**config.mk**
```make
export PLATFORM = sky130hd
export DESIGN_NAME = circular_median5_scan_filter
export DESIGN_NICKNAME = d
export VERILOG_FILES = /design/src/hw/rtl/cmsf_pkg.sv /design/src/hw/rtl/cmsf_ctrl.sv /design/src/hw/rtl/cmsf_dp.sv /design/src/hw/rtl/circular_median5_scan_filter.sv
export SDC_FILE = /design/constraint.sdc
export NUM_CORES = 1
export LEC_CHECK = 0
export ABC_AREA = 0
export ABC_CLOCK_PERIOD_IN_PS = 10500
export BUFFER_PORTS_ARGS = -buffer_cell sky130_fd_sc_hd__buf_2
export CAP_MARGIN = 20
export CELL_PAD_IN_SITES_DETAIL_PLACEMENT = 1
export CELL_PAD_IN_SITES_GLOBAL_PLACEMENT = 2
export CORE_MARGIN = 5
export CORE_UTILIZATION = 30
export DETAILED_ROUTE_END_ITERATION = 8
export GPL_TIMING_DRIVEN = 0
export PLACE_DENSITY_LB_ADDON = 0.15
export SLEW_MARGIN = 20
export SYNTH_ARGS = -nofsm -noshare
export SYNTH_HDL_FRONTEND = slang
export SYNTH_SLANG_ARGS = --single-unit
```
**constraint.sdc**
```tcl
create_clock -name aclk -period 10.5 [get_ports aclk]
set_input_delay 1.05 -clock aclk [delete_from_list [all_inputs] [get_ports aclk]]
set_output_delay 1.05 -clock aclk [all_outputs]
set_load 0.02 [all_outputs]
```
**src/hw/rtl/cmsf_pkg.sv**
```systemverilog
// Shared constants, control structs and state type for the circular median scan filter.
// Used by cmsf_ctrl, cmsf_dp and circular_median5_scan_filter.
package cmsf_pkg;

    localparam int MAX_RAYS    = 64;
    localparam int MIN_RAYS    = 5;
    localparam int HALF_WINDOW = 2;
    localparam int WIN_LEN     = 2 * HALF_WINDOW + 1;

    localparam int SAMPLE_W = 16;
    localparam int ADDR_W   = $clog2(MAX_RAYS);
    localparam int CNT_W    = $clog2(MAX_RAYS + 1);
    localparam int LEFT_W   = $clog2(MAX_RAYS + WIN_LEN);
    localparam int WC_W     = $clog2(WIN_LEN + 1);
    localparam int RANK_W   = $clog2(WIN_LEN);

    localparam logic [CNT_W-1:0] RAY_COUNT_RESET = CNT_W'(50);

    typedef enum logic [1:0] {
        ST_LOAD,
        ST_SCAN,
        ST_DRAIN
    } cmsf_state_t;

    // controller to datapath
    typedef struct packed {
        logic              wr_en;
        logic [ADDR_W-1:0] wr_addr;
        logic              rd_en;
        logic [ADDR_W-1:0] rd_addr;
        logic              scan_start;
    } cmsf_cmd_t;

    // datapath to controller
    typedef struct packed {
        logic [CNT_W-1:0] scan_len;
        logic             adv;
        logic             last_xfer;
    } cmsf_stat_t;

endpackage

```
**src/hw/rtl/cmsf_ctrl.sv**
```systemverilog
// Controller of the circular median scan filter: load counter, read sequencer, state machine.
// Depends on cmsf_pkg; drives cmsf_dp through cmsf_cmd_t.
module cmsf_ctrl
    import cmsf_pkg::*;
(
    input  logic       aclk,
    input  logic       aresetn,
    input  logic       s_valid,
    output logic       s_ready,
    input  cmsf_stat_t stat,
    output cmsf_cmd_t  cmd
);

    cmsf_state_t       state_reg, state_next;
    logic [ADDR_W-1:0] load_cnt_reg, load_cnt_next;
    logic [ADDR_W-1:0] rd_addr_reg, rd_addr_next;
    logic [LEFT_W-1:0] rd_left_reg, rd_left_next;
    logic              accept;
    logic              complete;

    assign complete = (CNT_W'(load_cnt_reg) + CNT_W'(1)) >= stat.scan_len;

    always_ff @(posedge aclk) begin
        if (!aresetn) begin
            state_reg    <= ST_LOAD;
            load_cnt_reg <= '0;
            rd_addr_reg  <= '0;
            rd_left_reg  <= '0;
        end else begin
            state_reg    <= state_next;
            load_cnt_reg <= load_cnt_next;
            rd_addr_reg  <= rd_addr_next;
            rd_left_reg  <= rd_left_next;
        end
    end

    always_comb begin
        state_next     = state_reg;
        load_cnt_next  = load_cnt_reg;
        rd_addr_next   = rd_addr_reg;
        rd_left_next   = rd_left_reg;
        s_ready        = 1'b0;
        accept         = 1'b0;
        cmd.wr_en      = 1'b0;
        cmd.wr_addr    = load_cnt_reg;
        cmd.rd_en      = 1'b0;
        cmd.rd_addr    = rd_addr_reg;
        cmd.scan_start = 1'b0;

        unique case (state_reg)
            ST_LOAD: begin
                s_ready   = 1'b1;
                accept    = s_valid;
                cmd.wr_en = accept;
                if (accept) begin
                    if (complete) begin
                        // window for ray 0 starts HALF_WINDOW entries before the end
                        cmd.scan_start = 1'b1;
                        load_cnt_next  = '0;
                        rd_addr_next   = ADDR_W'(stat.scan_len - CNT_W'(HALF_WINDOW));
                        rd_left_next   = LEFT_W'(stat.scan_len) + LEFT_W'(WIN_LEN - 1);
                        state_next     = ST_SCAN;
                    end else begin
                        load_cnt_next = load_cnt_reg + ADDR_W'(1);
                    end
                end
            end
            ST_SCAN: begin
                cmd.rd_en = stat.adv;
                if (stat.adv) begin
                    if (CNT_W'(rd_addr_reg) == stat.scan_len - CNT_W'(1)) begin
                        rd_addr_next = '0;
                    end else begin
                        rd_addr_next = rd_addr_reg + ADDR_W'(1);
                    end
                    rd_left_next = rd_left_reg - LEFT_W'(1);
                    if (rd_left_reg == LEFT_W'(1)) begin
                        state_next = ST_DRAIN;
                    end
                end
            end
            ST_DRAIN: begin
                if (stat.last_xfer) begin
                    state_next = ST_LOAD;
                end
            end
            default: begin
                state_next = ST_LOAD;
            end
        endcase
    end

endmodule

```
**src/hw/rtl/cmsf_dp.sv**
```systemverilog
// Datapath of the circular median scan filter: scan memory, sliding window, median select,
// result register and the ray_count register. Depends on cmsf_pkg; commanded by cmsf_ctrl.
module cmsf_dp
    import cmsf_pkg::*;
(
    input  logic                aclk,
    input  logic                aresetn,
    input  logic                cfg_wr_en,
    input  logic [CNT_W-1:0]    cfg_wr_data,
    input  logic [SAMPLE_W-1:0] s_range_sample,
    input  cmsf_cmd_t           cmd,
    output cmsf_stat_t          stat,
    output logic                m_valid,
    input  logic                m_ready,
    output logic [SAMPLE_W-1:0] m_filtered_range,
    output logic [ADDR_W-1:0]   m_ray_index,
    output logic                m_last_of_scan
);

    logic [SAMPLE_W-1:0] mem [MAX_RAYS];

    logic [CNT_W-1:0]    ray_count_reg;
    logic [CNT_W-1:0]    scan_len;
    logic                adv;

    logic [SAMPLE_W-1:0] rdata_reg;
    logic                rv_reg;
    logic [SAMPLE_W-1:0] win_reg [WIN_LEN];
    logic [WC_W-1:0]     win_cnt_reg;
    logic                wv_reg;
    logic [ADDR_W-1:0]   ray_cnt_reg;

    logic [SAMPLE_W-1:0] out_data_reg;
    logic [ADDR_W-1:0]   out_idx_reg;
    logic                out_last_reg;
    logic                out_valid_reg;

    logic [SAMPLE_W-1:0] median;

    // saturate the register to the supported scan lengths
    always_comb begin
        if (ray_count_reg < CNT_W'(MIN_RAYS)) begin
            scan_len = CNT_W'(MIN_RAYS);
        end else if (ray_count_reg > CNT_W'(MAX_RAYS)) begin
            scan_len = CNT_W'(MAX_RAYS);
        end else begin
            scan_len = ray_count_reg;
        end
    end

    assign adv = !out_valid_reg || m_ready;

    assign stat.scan_len  = scan_len;
    assign stat.adv       = adv;
    assign stat.last_xfer = out_valid_reg && m_ready && out_last_reg;

    always_ff @(posedge aclk) begin
        if (!aresetn) begin
            ray_count_reg <= RAY_COUNT_RESET;
        end else if (cfg_wr_en) begin
            ray_count_reg <= cfg_wr_data;
        end
    end

    always_ff @(posedge aclk) begin
        if (cmd.wr_en) begin
            mem[cmd.wr_addr] <= s_range_sample;
        end
    end

    always_ff @(posedge aclk) begin
        if (adv && cmd.rd_en) begin
            rdata_reg <= mem[cmd.rd_addr];
        end
    end

    always_ff @(posedge aclk) begin
        if (adv && rv_reg) begin
            for (int i = 0; i < WIN_LEN - 1; i++) begin
                win_reg[i] <= win_reg[i+1];
            end
            win_reg[WIN_LEN-1] <= rdata_reg;
        end
    end

    // rank each window entry; ties broken by position so exactly one entry has the middle rank
    always_comb begin
        logic [RANK_W-1:0] rank;
        median = win_reg[0];
        for (int i = 0; i < WIN_LEN; i++) begin
            rank = '0;
            for (int j = 0; j < WIN_LEN; j++) begin
                if (j < i) begin
                    if (win_reg[j] <= win_reg[i]) rank = rank + RANK_W'(1);
                end else if (j > i) begin
                    if (win_reg[j] < win_reg[i]) rank = rank + RANK_W'(1);
                end
            end
            if (rank == RANK_W'(HALF_WINDOW)) begin
                median = win_reg[i];
            end
        end
    end

    always_ff @(posedge aclk) begin
        if (!aresetn) begin
            rv_reg        <= 1'b0;
            wv_reg        <= 1'b0;
            win_cnt_reg   <= '0;
            ray_cnt_reg   <= '0;
            out_valid_reg <= 1'b0;
        end else if (cmd.scan_start) begin
            win_cnt_reg <= '0;
            ray_cnt_reg <= '0;
        end else if (adv) begin
            rv_reg        <= cmd.rd_en;
            wv_reg        <= rv_reg && (win_cnt_reg >= WC_W'(WIN_LEN - 1));
            out_valid_reg <= wv_reg;
            if (rv_reg && (win_cnt_reg < WC_W'(WIN_LEN))) begin
                win_cnt_reg <= win_cnt_reg + WC_W'(1);
            end
            if (wv_reg) begin
                ray_cnt_reg <= ray_cnt_reg + ADDR_W'(1);
            end
        end
    end

    always_ff @(posedge aclk) begin
        if (adv && wv_reg) begin
            out_data_reg <= median;
            out_idx_reg  <= ray_cnt_reg;
            out_last_reg <= (CNT_W'(ray_cnt_reg) == scan_len - CNT_W'(1));
        end
    end

    assign m_valid          = out_valid_reg;
    assign m_filtered_range = out_data_reg;
    assign m_ray_index      = out_idx_reg;
    assign m_last_of_scan   = out_last_reg;

endmodule

```
**src/hw/rtl/circular_median5_scan_filter.sv**
```systemverilog
// Top level of the circular five-sample median filter for one range scan.
// Depends on cmsf_pkg; instantiates cmsf_ctrl and cmsf_dp.
//
// Samples are taken one per cycle into a 64-entry scan memory until the scan
// length (ray_count, saturated to 5..64) is reached. The transfer that completes
// the scan starts a burst: the memory's single read port walks the scan from
// entry n-2, wrapping, with n+4 reads, a five-tap window slides over the data, and
// one median per ray leaves through a result register, ray 0 first. No sample
// is taken from the start of the burst until the last result has been
// transferred, so a scan of n rays costs n loads, then n+4 reads at one read per
// cycle of the scan memory while the output is not stalled, plus the read, window
// and result register stages.
// ray_count may be written only while no scan is being emitted.
module circular_median5_scan_filter
    import cmsf_pkg::*;
(
    input  logic                aclk,
    input  logic                aresetn,
    input  logic                cfg_wr_en,
    input  logic [CNT_W-1:0]    cfg_wr_data,
    input  logic                s_valid,
    output logic                s_ready,
    input  logic [SAMPLE_W-1:0] s_range_sample,
    output logic                m_valid,
    input  logic                m_ready,
    output logic [SAMPLE_W-1:0] m_filtered_range,
    output logic [ADDR_W-1:0]   m_ray_index,
    output logic                m_last_of_scan
);

    cmsf_cmd_t  cmd;
    cmsf_stat_t stat;

    cmsf_ctrl u_ctrl (
        .aclk    (aclk),
        .aresetn (aresetn),
        .s_valid (s_valid),
        .s_ready (s_ready),
        .stat    (stat),
        .cmd     (cmd)
    );

    cmsf_dp u_dp (
        .aclk             (aclk),
        .aresetn          (aresetn),
        .cfg_wr_en        (cfg_wr_en),
        .cfg_wr_data      (cfg_wr_data),
        .s_range_sample   (s_range_sample),
        .cmd              (cmd),
        .stat             (stat),
        .m_valid          (m_valid),
        .m_ready          (m_ready),
        .m_filtered_range (m_filtered_range),
        .m_ray_index      (m_ray_index),
        .m_last_of_scan   (m_last_of_scan)
    );

endmodule
```
# --- Word level (Yosys, flattened, before mapping) ---
# Memory sizes are Yosys's and may differ from the RTL's. A register that Yosys moved wholly into a read port is not among the register bits.
# Index checks and enable logic that the tools add are counted.
totals:
  ff_bits: 63
  ram_bits: 1104
  input_bits: 28
  out_inout_bits: 25
  wordCells: 139
  n_memories: 2
classes:
  n_addsub: 21
  n_lt_le_gt_ge: 21
  n_eq_ne: 14
  n_mux: 48
  bitwise: 2
  n_reduce_logical: 18
memory_table:
  columns: ["memory", "words", "width", "rd", "rd_clocked_by_memory_dff", "wr", "line_no", "source"]
  rows:
  - ["u_dp.mem", 64, 16, 1, 1, 1, "cmsf_dp.sv:20", "logic [SAMPLE_W-1:0] mem [MAX_RAYS];"]
  - ["u_dp.win_reg", 5, 16, 5, 0, 5, "cmsf_dp.sv:28", "logic [SAMPLE_W-1:0] win_reg [WIN_LEN];"]
op_table:
  columns: ["cell", "n"]
  rows:
  - ["less-or-equal comparator 16 bit", 10]
  - ["< comparator 16 bit", 6]
  - ["two-way mux 16 bit", 4]
  - ["two-way mux 3 bit", 12]
  - ["two-way mux 7 bit", 5]
  - ["two-way mux 6 bit", 5]
  - ["adder 3 x 1 -> 3 bit (second input constant)", 9]
  - ["adder 6 x 1 -> 6 bit (second input constant)", 3]
  - ["== test 6 x 7 -> 1 bit", 2]
  - ["two-way mux 1 bit", 14]
  - ["one-hot mux 7 bit (2 select lines)", 1]
  - ["subtractor 7 x 1 -> 7 bit (second input constant)", 2]
  - ["== test 3 x 2 -> 1 bit (second input constant)", 4]
  - ["one-hot mux 6 bit (2 select lines)", 1]
  - ["two-way mux 2 bit", 5]
  - ["adder 1 x 1 -> 2 bit (second input constant)", 4]
  - ["AND reduction 2 bit", 4]
  - ["adder 6 x 1 -> 7 bit (second input constant)", 1]
  - ["adder 7 x 3 -> 7 bit (second input constant)", 1]
  - ["== test 7 x 1 -> 1 bit (second input constant)", 1]
  - ["greater-or-equal comparator 7 bit", 1]
  - ["> comparator 7 bit (second input constant)", 1]
  - ["logical AND 1 bit", 7]
  - ["< comparator 7 x 3 -> 1 bit (second input constant)", 1]
  - ["16 further kinds", 20]

# --- Depth between registers and ports, before layout ---
# An unclocked memory read counts as a cell.
logic_depth:
  depth_word: 14
  mapped_depth: 24

# --- Hierarchy ---
# A second synthesis with hierarchy kept.
unflattened:
  cells_unflattened: 2641
  area_unflattened_um2: 50404.6
by_module_without_submodules:
  columns: ["mod", "n_inst", "cells_per_inst", "area_per_inst_um2", "seq_area_each_um2"]
  rows:
  - ["cmsf_dp", 1, 2422, 48725.5, 34703.3]
  - ["cmsf_ctrl", 1, 219, 1679.1, 420.4]

# --- Worst setup path after synthesis ---
# OpenSTA, ideal clock, no wires.
synth_path:
  path_kind: "reg2reg"
  from: "mem u_dp.win_reg[1][1] (netlist: u_dp.win_reg[0][17])"
  to: "reg u_dp.out_data_reg[10] (netlist: u_dp.m_filtered_range[10]) (data pin)"
  arrival_ns: 4.717
  setup_slack_ns: 5.522
  stages_incl_launch_ff: 25
  path_buffers: 2
  period_less_slack_ns: 4.978
  path_cell_list: "edfxtp_1 -> inv_1 -> ha_1 -> nor2b_1 -> o21a_1 -> o21a_1 -> o21a_1 -> o21a_1 -> o21ai_0 -> a21oi_1 -> a2111oi_1 -> o31ai_1 -> ha_1 -> inv_1 -> xnor2_1 -> ha_1 -> nor2b_1 -> nor3b_1 -> a21boi_0 -> a211oi_2 -> or2_1 -> buf_2 -> buf_6 -> a311oi_1 -> a221o_1"
synth_lines:
  columns: ["item", "line_no", "source"]
  rows:
  - ["from (decl)", "cmsf_dp.sv:28", null]
  - ["to (signal assigned)", "cmsf_dp.sv:130", "out_data_reg <= median;"]
  - ["to (decl)", "cmsf_dp.sv:33", "logic [SAMPLE_W-1:0] out_data_reg;"]

==> run metrics <==
initial antenna violation count=7; PD cells=176.7 mW/mm^2; Post-CTS Setup Bufs=0; Design Power=10.35 mW; IO Count=53; Critical Path Stages=24; setup violators final=0; placed cell areas=0.05423 mm^2; die area=0.1753 mm^2; layout cells sized above 1=26.04%; Internal=8.017 mW; Synth async-reset ratio=0%; Tcrit/Tclk final=61.06%; Fin Hold WS=0.4130 ns; Worst-path clk slew=0.06 ns; fin area=0.05857 mm^2; CTS tree=done; HPWL after DPL=103.2 mm; CP delay by family, top=compound AO/OA/AOI/OAI gates; Die Ht=418.7 um; GR Util met1=21.49%; Psw=2.331 mW; DR WL/cell=28.51 um; peak supply drop=0.1512 mV; Syn Inst Count=2591; Slew Limit Headroom=24.98%; worst-skew pair later-pin latency=0.76 ns; DR vias=25831; Clock Tree Buf Depth=3; final weighted congestion in routability-driven placement=0.8147; final hold vios=0; Clk pwr share=44.1%; critical-path cell list=inv_1 > ha_1 > nor2b_1 > o21a_1 > o21a_1 > o21a_1 > o21a_1 > o21ai_0 > a21oi_1 > a2111oi_2 > o31ai_1 > ha_1 > inv_1 > xnor2_1 > ha_1 > nor2b_1 > nor3b_1 > a21boi_0 > a211oi_2 > or2_1 > buf_2 > buf_6 > a311oi_1 > a221o_1; layout filler cell count=16414; R2R depth=24; post-synthesis sequential area ratio=70.11%; hold path depth=0; most used cell, CP=o21a_1; Synth warnings=0; Hold/Removal Path Class=flip-flop to flip-flop; Inst Count DP=4912; Worst Max-Slew Pin Slew=1.115 ns; P&R area growth vs syn=16.91%; Critical Path Fanout Max=10; hold_buf cts=0; unrepaired setup endpoints after global routing=no; first-pass GRT wire length=209.8 mm; Post-route DRC=0; post-cts sizing count=0; Mapped Area=0.05010 mm^2; 1st-pass router iterations=5; largest net degree at the start of global routing=65; number of synthesized register bits=1183; CP bufs+invs=4; Worst Setup End Kind=flip-flop; CTS Root Buffer Type=clkbuf_16; GR peak layer=met2; max cap viols=0; Rows=150; H-tree levels=4; Post-synth EDFFs=1143; CTS buffer count=138; Post-Syn Nets=2809; grt ovf=0; Worst setup SP type=flip-flop; post-synthesis cell type count=85; ANT nets after route=0; sequential cell fraction of total power=50.4%; skew final=0.04325 ns; vias in the first global route=28154; Final Max Slew Viols=0; Vias/cell=5.004; syn_area_per_cell=19.34 um^2; Tot GR Track Use=16.87%; Crit Path Class=flip-flop to flip-flop; crit path DAT=6.86 ns; grt met3 use=2.869%; CTS Sinks=1183; most common library cell in the layout ignoring fill and taps=edfxtp_1; minimum clock period after layout=6.411 ns; fmax=0.1560 GHz; commonest non-fill, non-tap cells in the layout=1143 x edfxtp_1, 336 x mux4_2, 190 x ha_1; I/O Buffers=51; Comb power frac=5.6%; Die X=418.7 um; 1st-iter DRT viols=1857; grt met2 use=29.27%; critical path required time=10.95 ns; Main synth FF type=edfxtp_1; Static Leak=18.74 nW; Core Area=0.1667 mm^2; max FFs per register=1024; slowest CP cell=a2111oi_2; outcome=finished, final reports clean; Nets=3067; Largest stage delay, worst path=0.75 ns; WL final=147.2 mm; starting density of the core=30.06%; sw frac=22.53%; final cell count without fillers=5162; setup TNS=0 ns
## metal layers
metal / vias up / part of all wire [%]
met2: 546 / 51
li1: 11233 / -
met4: 0 / 3.4
met1: 13863 / 42
met3: 189 / 4.0
met5: - / 0
## power groups by stage
stage / combinational, mW / sequential, mW / clock, mW
global placement: 0.570 / 5.31 / 0
floorplan: 0.302 / 5.30 / 0
finish: 0.576 / 5.21 / 4.56
detailed placement: 0.591 / 5.31 / 0
CTS: 0.593 / 5.21 / 4.71
global route: 0.614 / 5.21 / 4.92
## Yosys cell counts (4+ instances only)
| master | instances | area share, % |
|---|---|---|
| a211oi_1 | 6 | 0.090 |
| a21boi_0 | 8 | 0.12 |
| a21o_1 | 30 | 0.45 |
| a21oi_1 | 53 | 0.53 |
| a221o_1 | 17 | 0.34 |
| a311oi_1 | 15 | 0.26 |
| a31oi_1 | 4 | 0.050 |
| and2_1 | 12 | 0.15 |
| buf_1 | 21 | 0.16 |
| buf_2 | 10 | 0.10 |
| buf_6 | 5 | 0.11 |
| clkbuf_1 | 74 | 0.55 |
| dfxtp_1 | 40 | 1.6 |
| edfxtp_1 | 1143 | 69 |
| ha_1 | 190 | 4.7 |
| inv_1 | 95 | 0.71 |
| mux2i_1 | 14 | 0.28 |
| mux4_2 | 336 | 15 |
| nand2_1 | 47 | 0.35 |
| nand2b_1 | 19 | 0.24 |
| nand3_1 | 48 | 0.48 |
| nand4_1 | 30 | 0.37 |
| nor2_1 | 122 | 0.91 |
| nor2b_1 | 24 | 0.30 |
| nor3_1 | 23 | 0.23 |
| nor4_1 | 5 | 0.062 |
| o21a_1 | 26 | 0.39 |
| o21ai_0 | 44 | 0.44 |
| o221a_2 | 4 | 0.090 |
| o22ai_1 | 6 | 0.075 |
| or2_2 | 4 | 0.050 |
| xnor2_1 | 26 | 0.45 |
| xor2_1 | 11 | 0.19 |
## final cells by class
class	count	area (um^2)	area share (%)
Antenna cell	5	12.51	0.02136
Buffer	112	496.7	0.8480
Clock buffer	173	3649	6.229
Clock inverter	71	671.9	1.147
Inverter	97	364.1	0.6216
Multi-Input combinational cell	1199	14330	24.47
Sequential cell	1183	35120	59.96
Tap cell	2204	2758	4.708
Timing Repair Buffer	118	1169	1.995
## worst paths after layout
| check | from | to | slack [ns] |
|---|---|---|---|
| min | u_dp.rdata_reg[8]$_DFFE_PP_ | u_dp.win_reg[0][72]$_DFFE_PP_ | 0.41 |
| max reg2reg | u_dp.win_reg[0][17]$_DFFE_PP_ | u_dp.m_filtered_range[5]$_DFFE_PP_ | 4.09 |
| min reg2reg | u_dp.rdata_reg[8]$_DFFE_PP_ | u_dp.win_reg[0][72]$_DFFE_PP_ | 0.41 |
| max | u_dp.win_reg[0][17]$_DFFE_PP_ | u_dp.m_filtered_range[5]$_DFFE_PP_ | 4.09 |
## kinds of logic after synthesis
family	after synthesis	share of synthesized area [%]
and+or+nand+nor	363	3.639
AOI/OAI and AO/OA	259	3.804
adders and majority gates	190	4.745
xor gates and xnor gates	37	0.6468
buffers and inverters	209	1.676
muxes	350	15.38
DFF	1183	70.11
## through the flow
step	worst slack, ns	utilization, %
final	4.089	35.15
after CTS	3.965	35.13
after global placement	3.568	31.87
after global routing	3.622	35.14
after detailed placement	4.033	32.54
after floorplan	5.522	-
No activity file was read; power rests on OpenSTA's default activity.
